### src/design/whs_pkg.sv
// shared types and constants for the weighted hop selector
package whs_pkg;

  // fixed field widths
  localparam int RATE_REG_W  = 16;
  localparam int NUM_RATES   = 4;
  localparam int CFG_ADDR_W  = 2;
  localparam int FRAC_W      = 16;
  localparam int TOTAL_W     = 24;
  localparam int HOP_IDX_W   = 8;
  localparam int HOP_CNT_W   = 9;
  localparam int OP_W        = 2;
  localparam int STATUS_W    = 2;
  localparam int IN_DATA_W   = 24;
  localparam int OUT_DATA_W  = 48;
  localparam int IN_USER_W   = 2;

  localparam logic [TOTAL_W-1:0]    TOTAL_MAX  = {TOTAL_W{1'b1}};
  localparam logic [RATE_REG_W-1:0] RATE_RESET = RATE_REG_W'(256);

  // operation codes carried on in_tuser
  typedef enum logic [OP_W-1:0] {
    OP_APPEND = 2'd0,
    OP_SELECT = 2'd1,
    OP_CLEAR  = 2'd2,
    OP_NONE   = 2'd3
  } op_t;

  // result status codes
  typedef enum logic [STATUS_W-1:0] {
    ST_OK      = 2'd0,
    ST_EMPTY   = 2'd1,
    ST_NOMATCH = 2'd2,
    ST_FULL    = 2'd3
  } status_t;

  // controller to datapath commands
  typedef struct packed {
    logic    append;
    logic    clear;
    logic    res_set;
    status_t res_status;
    logic    scan_start;
    logic    scan_step;
    logic    res_found;
    logic    out_load;
  } cmd_t;

  // datapath to controller status
  typedef struct packed {
    logic list_empty;
    logic list_full;
    logic hit;
    logic last;
  } sts_t;

endpackage

### src/design/whs_ctrl.sv
// controller state machine: sequences append, clear and the select scan
module whs_ctrl (
  input  logic                         clk,
  input  logic                         rst_n,
  input  logic                         in_tvalid,
  input  logic [whs_pkg::OP_W-1:0]     in_op,
  output logic                         in_tready,
  output logic                         out_tvalid,
  input  logic                         out_tready,
  input  whs_pkg::sts_t                sts,
  output whs_pkg::cmd_t                cmd
);
  import whs_pkg::*;

  typedef enum logic [2:0] {
    S_IDLE = 3'b001,
    S_SCAN = 3'b010,
    S_DONE = 3'b100
  } state_t;

  state_t state_r, state_nxt;
  logic   out_valid_r, out_valid_nxt;
  logic   out_free;

  assign out_free   = !out_valid_r || out_tready;
  assign in_tready  = (state_r == S_IDLE);
  assign out_tvalid = out_valid_r;

  // next state and commands
  always_comb begin
    state_nxt = state_r;
    cmd       = '0;
    unique case (state_r)
      S_IDLE: begin
        if (in_tvalid) begin
          unique case (op_t'(in_op))
            OP_APPEND: begin
              cmd.res_set = 1'b1;
              if (sts.list_full) begin
                cmd.res_status = ST_FULL;
              end else begin
                cmd.append     = 1'b1;
                cmd.res_status = ST_OK;
              end
              state_nxt = S_DONE;
            end
            OP_SELECT: begin
              if (sts.list_empty) begin
                cmd.res_set    = 1'b1;
                cmd.res_status = ST_EMPTY;
                state_nxt      = S_DONE;
              end else begin
                cmd.scan_start = 1'b1;
                state_nxt      = S_SCAN;
              end
            end
            OP_CLEAR: begin
              cmd.clear      = 1'b1;
              cmd.res_set    = 1'b1;
              cmd.res_status = ST_OK;
              state_nxt      = S_DONE;
            end
            default: begin
              cmd.res_set    = 1'b1;
              cmd.res_status = ST_OK;
              state_nxt      = S_DONE;
            end
          endcase
        end
      end
      S_SCAN: begin
        priority if (sts.hit) begin
          cmd.res_found = 1'b1;
          state_nxt     = S_DONE;
        end else if (sts.last) begin
          cmd.res_set    = 1'b1;
          cmd.res_status = ST_NOMATCH;
          state_nxt      = S_DONE;
        end else begin
          cmd.scan_step = 1'b1;
        end
      end
      S_DONE: begin
        if (out_free) begin
          cmd.out_load = 1'b1;
          state_nxt    = S_IDLE;
        end
      end
      default: state_nxt = S_IDLE;
    endcase
  end

  // output valid flag
  always_comb begin
    out_valid_nxt = out_valid_r;
    if (cmd.out_load) begin
      out_valid_nxt = 1'b1;
    end else if (out_tready) begin
      out_valid_nxt = 1'b0;
    end
  end

  always_ff @(posedge clk) begin
    if (!rst_n) begin
      state_r     <= S_IDLE;
      out_valid_r <= 1'b0;
    end else begin
      state_r     <= state_nxt;
      out_valid_r <= out_valid_nxt;
    end
  end

endmodule

### src/design/whs_dp.sv
// datapath: rate registers, hop memory, running total, draw and prefix scan
module whs_dp #(
  parameter int MAX_HOPS  = 256,
  parameter int RATE_BITS = 16
) (
  input  logic                              clk,
  input  logic                              rst_n,
  input  logic                              cfg_we,
  input  logic [whs_pkg::CFG_ADDR_W-1:0]    cfg_addr,
  input  logic [whs_pkg::RATE_REG_W-1:0]    cfg_wdata,
  input  logic [whs_pkg::IN_DATA_W-1:0]     in_tdata,
  output logic [whs_pkg::OUT_DATA_W-1:0]    out_tdata,
  input  whs_pkg::cmd_t                     cmd,
  output whs_pkg::sts_t                     sts
);
  import whs_pkg::*;

  localparam int IDX_W = (MAX_HOPS > 1) ? $clog2(MAX_HOPS) : 1;
  localparam int LEN_W = $clog2(MAX_HOPS + 1);
  localparam int RW    = (RATE_BITS < RATE_REG_W) ? RATE_BITS : RATE_REG_W;
  localparam int SUM_W = RW + LEN_W;
  localparam int CMP_W = (SUM_W > TOTAL_W) ? SUM_W : TOTAL_W;
  localparam int PROD_W = FRAC_W + TOTAL_W;

  // input fields
  logic              in_term;
  logic              in_dir;
  logic [FRAC_W-1:0] in_frac;

  assign in_term = in_tdata[0];
  assign in_dir  = in_tdata[1];
  assign in_frac = in_tdata[FRAC_W+1:2];

  // state
  logic [RATE_REG_W-1:0] rate_cfg_r [NUM_RATES];
  logic [LEN_W-1:0]      length_r, length_nxt;
  logic [TOTAL_W-1:0]    total_r, total_nxt;
  logic [1:0]            hop_mem [MAX_HOPS];

  // scan registers
  logic [1:0]            q_r;
  logic [TOTAL_W-1:0]    draw_r;
  logic [SUM_W-1:0]      sum_r;
  logic [IDX_W-1:0]      scan_idx_r;
  logic [IDX_W-1:0]      rd_addr;

  // result registers
  status_t               res_status_r;
  logic [IDX_W-1:0]      res_idx_r;
  logic                  res_term_r;
  logic                  res_dir_r;
  logic [OUT_DATA_W-1:0] out_data_r;

  logic [RW-1:0]         app_rate;
  logic [RW-1:0]         scan_rate;
  logic [TOTAL_W:0]      total_sum;
  logic [SUM_W-1:0]      sum_nxt;
  logic [PROD_W-1:0]     prod;

  // rate lookup: register index is terminus then direction
  assign app_rate  = rate_cfg_r[{in_term, in_dir}][RW-1:0];
  assign scan_rate = rate_cfg_r[{q_r[0], q_r[1]}][RW-1:0];

  // saturating running total
  assign total_sum = {1'b0, total_r} + (TOTAL_W+1)'(app_rate);

  always_comb begin
    length_nxt = length_r;
    total_nxt  = total_r;
    if (cmd.clear) begin
      length_nxt = '0;
      total_nxt  = '0;
    end else if (cmd.append) begin
      length_nxt = length_r + LEN_W'(1);
      total_nxt  = total_sum[TOTAL_W] ? TOTAL_MAX : total_sum[TOTAL_W-1:0];
    end
  end

  // status toward controller
  assign sum_nxt        = sum_r + SUM_W'(scan_rate);
  assign sts.list_empty = (length_r == '0);
  assign sts.list_full  = (length_r == LEN_W'(MAX_HOPS));
  assign sts.hit        = CMP_W'(sum_nxt) > CMP_W'(draw_r);
  assign sts.last       = (LEN_W'(scan_idx_r) + LEN_W'(1)) == length_r;

  // draw = fraction scaled by total
  assign prod    = PROD_W'(in_frac) * PROD_W'(total_r);
  assign rd_addr = cmd.scan_start ? '0 : scan_idx_r + IDX_W'(1);

  // configuration and list state
  always_ff @(posedge clk) begin
    if (!rst_n) begin
      for (int i = 0; i < NUM_RATES; i++) begin
        rate_cfg_r[i] <= RATE_RESET;
      end
      length_r <= '0;
      total_r  <= '0;
    end else begin
      if (cfg_we) begin
        rate_cfg_r[cfg_addr] <= cfg_wdata;
      end
      length_r <= length_nxt;
      total_r  <= total_nxt;
    end
  end

  // hop memory, one write and one registered read port
  always_ff @(posedge clk) begin
    if (cmd.append) begin
      hop_mem[length_r[IDX_W-1:0]] <= {in_dir, in_term};
    end
    if (cmd.scan_start || cmd.scan_step) begin
      q_r <= hop_mem[rd_addr];
    end
  end

  // scan pointer, prefix sum and draw
  always_ff @(posedge clk) begin
    if (cmd.scan_start) begin
      draw_r     <= prod[PROD_W-1:FRAC_W];
      sum_r      <= '0;
      scan_idx_r <= '0;
    end else if (cmd.scan_step) begin
      sum_r      <= sum_nxt;
      scan_idx_r <= scan_idx_r + IDX_W'(1);
    end
  end

  // result capture
  always_ff @(posedge clk) begin
    if (cmd.res_found) begin
      res_status_r <= ST_OK;
      res_idx_r    <= scan_idx_r;
      res_term_r   <= q_r[0];
      res_dir_r    <= q_r[1];
    end else if (cmd.res_set) begin
      res_status_r <= cmd.res_status;
      res_idx_r    <= '0;
      res_term_r   <= 1'b0;
      res_dir_r    <= 1'b0;
    end
  end

  // output register
  always_ff @(posedge clk) begin
    if (cmd.out_load) begin
      out_data_r <= OUT_DATA_W'({HOP_CNT_W'(length_r), total_r, res_dir_r, res_term_r,
                                 HOP_IDX_W'(res_idx_r), res_status_r});
    end
  end

  assign out_tdata = out_data_r;

endmodule

### src/design/weighted_hop_selector.sv
// top level of the weighted hop selector (roulette wheel choice over a hop list)
//
//  channel  group            fields (low bit up)
//  input    in_t*            tuser: op; tdata: terminus, direction, random_fraction
//  result   out_t*           tdata: status, hop_index, selected_terminus,
//                            selected_direction, total_rate, hop_count
//  config   cfg_we/addr/...  addr 0..3: head fwd, head bwd, tail fwd, tail bwd rate
//
// append, clear and unused op: the accept leads to the done state, then back to idle once the output is free.
// select: the accept leads to the scan state, which steps hop by hop until a hit or the last hop, then to done; the
// prefix scan reads the hop memory one entry per cycle through its single read port.
// reset (rst_n low, synchronous) empties the list, zeroes the total and sets all
// rates to 1.0; the hop memory is not cleared.
// one item is in flight at a time; a result waits in the output register while
// out_tready is low, and the next result waits until that transfer completes.
module weighted_hop_selector #(
  parameter int MAX_HOPS  = 256,
  parameter int RATE_BITS = 16
) (
  input  logic                             clk,
  input  logic                             rst_n,
  input  logic                             cfg_we,
  input  logic [whs_pkg::CFG_ADDR_W-1:0]   cfg_addr,
  input  logic [whs_pkg::RATE_REG_W-1:0]   cfg_wdata,
  input  logic                             in_tvalid,
  output logic                             in_tready,
  // terminus, direction, random_fraction, zero pad
  input  logic [whs_pkg::IN_DATA_W-1:0]    in_tdata,
  // op
  input  logic [whs_pkg::IN_USER_W-1:0]    in_tuser,
  output logic                             out_tvalid,
  input  logic                             out_tready,
  // status, hop_index, selected_terminus, selected_direction, total_rate,
  // hop_count, zero pad
  output logic [whs_pkg::OUT_DATA_W-1:0]   out_tdata
);
  import whs_pkg::*;

  cmd_t cmd;
  sts_t sts;

  // sequencer
  whs_ctrl u_ctrl (
    .clk        (clk),
    .rst_n      (rst_n),
    .in_tvalid  (in_tvalid),
    .in_op      (in_tuser),
    .in_tready  (in_tready),
    .out_tvalid (out_tvalid),
    .out_tready (out_tready),
    .sts        (sts),
    .cmd        (cmd)
  );

  // datapath
  whs_dp #(
    .MAX_HOPS  (MAX_HOPS),
    .RATE_BITS (RATE_BITS)
  ) u_dp (
    .clk       (clk),
    .rst_n     (rst_n),
    .cfg_we    (cfg_we),
    .cfg_addr  (cfg_addr),
    .cfg_wdata (cfg_wdata),
    .in_tdata  (in_tdata),
    .out_tdata (out_tdata),
    .cmd       (cmd),
    .sts       (sts)
  );

endmodule

### config.mk
export PLATFORM = sky130hd
export DESIGN_NAME = weighted_hop_selector
export DESIGN_NICKNAME = d
export VERILOG_FILES = /design/src/design/whs_pkg.sv /design/src/design/whs_ctrl.sv /design/src/design/whs_dp.sv /design/src/design/weighted_hop_selector.sv
export SDC_FILE = /design/constraint.sdc
export NUM_CORES = 2
export LEC_CHECK = 0
export BUFFER_PORTS_ARGS = -buffer_cell sky130_fd_sc_hd__buf_2
export CORE_MARGIN = 1
export CORE_UTILIZATION = 41
export DETAILED_ROUTE_END_ITERATION = 16
export PLACE_DENSITY = 0.57
export SLEW_MARGIN = 20
export SYNTH_ARGS = -nofsm -noshare
export SYNTH_HDL_FRONTEND = slang
export SYNTH_SLANG_ARGS = --single-unit
### constraint.sdc
create_clock -name clk -period 13.6 [get_ports clk]
set_clock_uncertainty 0.05 [all_clocks]
set_input_delay 2.72 -clock clk [delete_from_list [all_inputs] [get_ports clk]]
set_output_delay 2.72 -clock clk [all_outputs]
set_load 0.02 [all_outputs]
==> summary.md <==
| Metric | Value |
|---|---|
| Switching Fraction | `between 30% and 40%` |
| Peak supply drop | `~0.14 mV` |
| Synth Warn # | `0` |
| Multiplexer area fraction after synthesis | `roughly 4.3%` |
| CP startpoint kind | `primary input` |
| Clock Tree Root | `clkbuf_16` |
| CTS Buf Count | `between 80 and 90` |
| GR Util All Layers | `between 20% and 30%` |
| Synth Area in Compound Gates | `between 8 and 9%` |
| Sequential power share | `~36%` |
| P_leak | `between 0.015 and 0.02 uW` |
| Worst skew pair latency | `0.67 ns` |
| TNS Setup | `0 ns` |
| Final min period | `9.07 ns` |
| Post-synthesis simple-gate area fraction | `about 14%` |
| Post-synthesis register bit count | `729` |
| Die X | `332 um` |
| Hold Worst Slack | `roughly 0.37 ns` |
| Share of post-route cells with drive strength above 1 | `about a tenth` |
| Syn_area_per_cell | `11.3 um^2` |
| Worst-Margin Slew | `between 1 and 1.5 ns` |
| Status | `completed` |
| Grt ovf | `0` |
| Initial antenna violation count | `7` |
| Clock-pin slew on the worst setup and hold paths | `roughly 0.060 ns` |
| Xor and xnor fraction of the mapped netlist area | `roughly 1.6%` |
| Largest family of logic cells by synthesized area | `adder cells` |
| Sequential Area | `roughly 21000 um^2` |
| Initial Utilization | `about two fifths` |
| CP max FO | `24` |
| NetSw | `around 2700 uW` |
| CP Capture Type | `register` |
| Remaining DRCs | `0` |
| DR WL/cell | `approximately 24 um` |
| Multi-input gate area | `~21000 um^2` |
| Async SR Flop Fraction | `0%` |
| Final Util | `between 40% and 50%` |
| Routed via count | `between 30k and 40k` |
| Hold-fix buffers, CTS | `0` |
| Cell area after synthesis | `about 45000 um^2` |
| Hold/Removal Path Class | `reg -> reg` |
| Die area | `roughly 110000 um^2` |
| Peak Freq | `110 MHz` |
| Core area | `approximately 110000 um^2` |
| Synth area leader | `edfxtp_1` |
| Worst Path Arrival | `9.42 ns` |
| Die H | `about 330 um` |
| Postcts setup bufs | `0` |
| Total Nets Final | `4480` |
| Top cell type's share of synthesized area | `between 40 and 50%` |
| Synth cell types | `96` |
| Number of global-route vias before repair | `approximately 31k` |
| Max cap viols | `0` |
| Final Hold Viols | `0` |
| Unrepaired setup endpoints after global routing | `false` |
| Num Clock Sinks | `about 730` |
| Clock tree from TritonCTS | `yes` |
| Slew Viols, Final | `0` |
| Hold Path Depth | `0` |
| Post-route cell area | `49200 um^2` |
| Drt total wl | `~130000 um` |
| Vias per Instance | `around 5.6` |
| Worst reg2reg path depth | `19` |
| DP Area | `approximately 46000 um^2` |
| Layout Area Growth over Synthesis | `10.0%` |
| Pin count of the biggest net entering global routing | `154` |
| Rows | `120` |
| Met3 Routed Length | `slightly below 9000 um` |
| Post-synth EDFFs | `657` |
| First drt pass iteration count | `5` |
| Commonest register cell after synthesis | `edfxtp_1` |
| Uppermost layer routed | `met5` |
| Placer congestion estimate | `roughly 0.85` |
| CTS Buffer Depth | `3` |
| Critical path type | `in -> reg` |
| Post-Synth Adder-Cell Area | `about 19%` |
| Setup violators final | `0` |
| Cells after synthesis | `between 3k and 4k` |
| Pwr dens | `around 150 nW/um^2` |
| Metal1 wirelength | `56100 um` |
| Io pins | `99` |
| Sequential fraction of the synthesis area | `a little under half` |
| HPWL after DPL | `approximately 83000 um` |
| Logic pwr share | `33.7%` |
| Detail Route Antenna Nets | `0` |
| Post-CTS resize count | `0` |
| Worst path required time | `between 10 and 15 ns` |
| Clk pwr share | `a little under a third` |
| First-pass GRT wire length | `~190000 um` |
| DRT iter0 DRCs | `roughly 2.8k` |
| Area contributors post-synth | `edfxtp_1 44%, fa_1 14%, ha_1 4.8%` |
| Crit share post-route | `about 67%` |
| Port Buf Inserts | `89` |
| Internal Pwr Total | `~4500 uW` |
| Filler cells | `10.0k` |
| H-tree depth | `3` |
| Relative slew slack | `between 10% and 20%` |
| Met2 routed wirelength | `59300 um` |
## cells by family after synthesis
family,Yosys count
muxes,146
buffers and inverters,624
adders and majority gates,477
DFF,729
AOI/OAI and AO/OA,537
other,1
xor gates and xnor gates,80
and+or+nand+nor,1349
## layout by cell type, fill, tap and decap left out, types with 78 or more instances in the layout
cell type  synthesis  layout
a21oi_1          107     107
clkbuf_16          0      84
mux2i_1           78      78
nor2_1           373     373
fa_1             307     307
ha_1             170     170
inv_1            395     395
edfxtp_1         657     657
o21ai_0          101     100
nand2_1          464     462
buf_2             45      87
and2_1           221     221
## cells in the mapped netlist, types with 19 or more instances
master,n
a221oi_1,20
fa_1,307
nor3_1,43
dfxtp_1,72
edfxtp_1,657
o21ai_1,19
or3_1,22
mux4_2,34
a31oi_1,33
xnor2_1,52
and2_1,221
a21o_1,27
nand3_1,80
a211oi_1,20
a21oi_1,107
nand2_1,464
mux2i_1,78
buf_2,45
inv_1,395
xor2_1,27
o21ai_0,101
o211ai_1,36
mux2_2,34
ha_1,170
nand4_1,22
and3_1,50
clkbuf_1,140
nor2_1,373
## path summary, 6_finish.rpt
path                    from                  to  slack (ns)
min reg2reg   u_dp.res_dir_r  u_dp.out_tdata[11]        0.37
max              in_tdata[3]     u_dp.draw_r[23]        4.53
max reg2reg  u_dp.total_r[9]     u_dp.draw_r[23]        6.02
min           u_dp.res_dir_r  u_dp.out_tdata[11]        0.37
## routing by layer
metal	GRT usage, %	vias to the layer above
met5	0	-
met4	6.89	4
met3	3.53	206
met2	37.3	1128
met1	32.7	15400
li1	-	13600
## flip-flops by register name (all words and copies together) (netlist names), 8 cells and up
name,flops
u_dp.total_r,24
u_dp.draw_r,24
u_dp.rate_cfg_r,64
u_dp.out_tdata,45
u_dp.scan_idx_r,8
u_dp.res_idx_r,8
u_dp.length_r,9
u_dp.hop_mem,512
u_dp.sum_r,25
## worst max-delay path, cell delays in order
cell and delay (ns):
buf_2 0.54, nand2_1 0.19, fa_1 0.56, inv_1 0.06, fa_1 0.53, inv_1 0.05, fa_1 0.49, inv_1 0.05
fa_1 0.52, fa_1 0.52, inv_1 0.05, fa_1 0.48, inv_1 0.04, ha_1 0.33, nand2_1 0.07, nor2_1 0.27
o211ai_1 0.35, a211oi_2 0.44, a221oi_1 0.23, o311ai_1 0.56, a21oi_1 0.17, xnor2_1 0.15
## power groups by stage
stage / clock, uW / sequential, uW / combinational, uW
after floorplan: 0 / 2570 / 1560
final: 2220 / 2570 / 2430
after global routing: 2340 / 2580 / 2600
after detailed placement: 0 / 2620 / 2390
after global placement: 0 / 2620 / 2390
after CTS: 2260 / 2570 / 2410
## layout make-up
class                      instances  area share [%]
antenna                            2          0.0102
clock buffer                     104            4.53
clock inverter                    50           0.979
inverter                         396            3.02
multi-input combinational       2592            42.9
sequential                       729            43.1
tap                             1403            3.57
timing repair buffer             153            1.97
## metrics by stage
stage / cells / power (uW) / setup slack [ns]
5_1_grt: 5428 / 7520 / 4.19
6_report: 5429 / 7230 / 4.53
4_1_cts: 5427 / 7240 / 4.55
3_5_place_dp: 5273 / 5000 / 3.87
2_1_floorplan: 3945 / 4130 / 5.10
3_3_place_gp: 5273 / 5010 / 3.86
(Power assumes the default switching activity.)
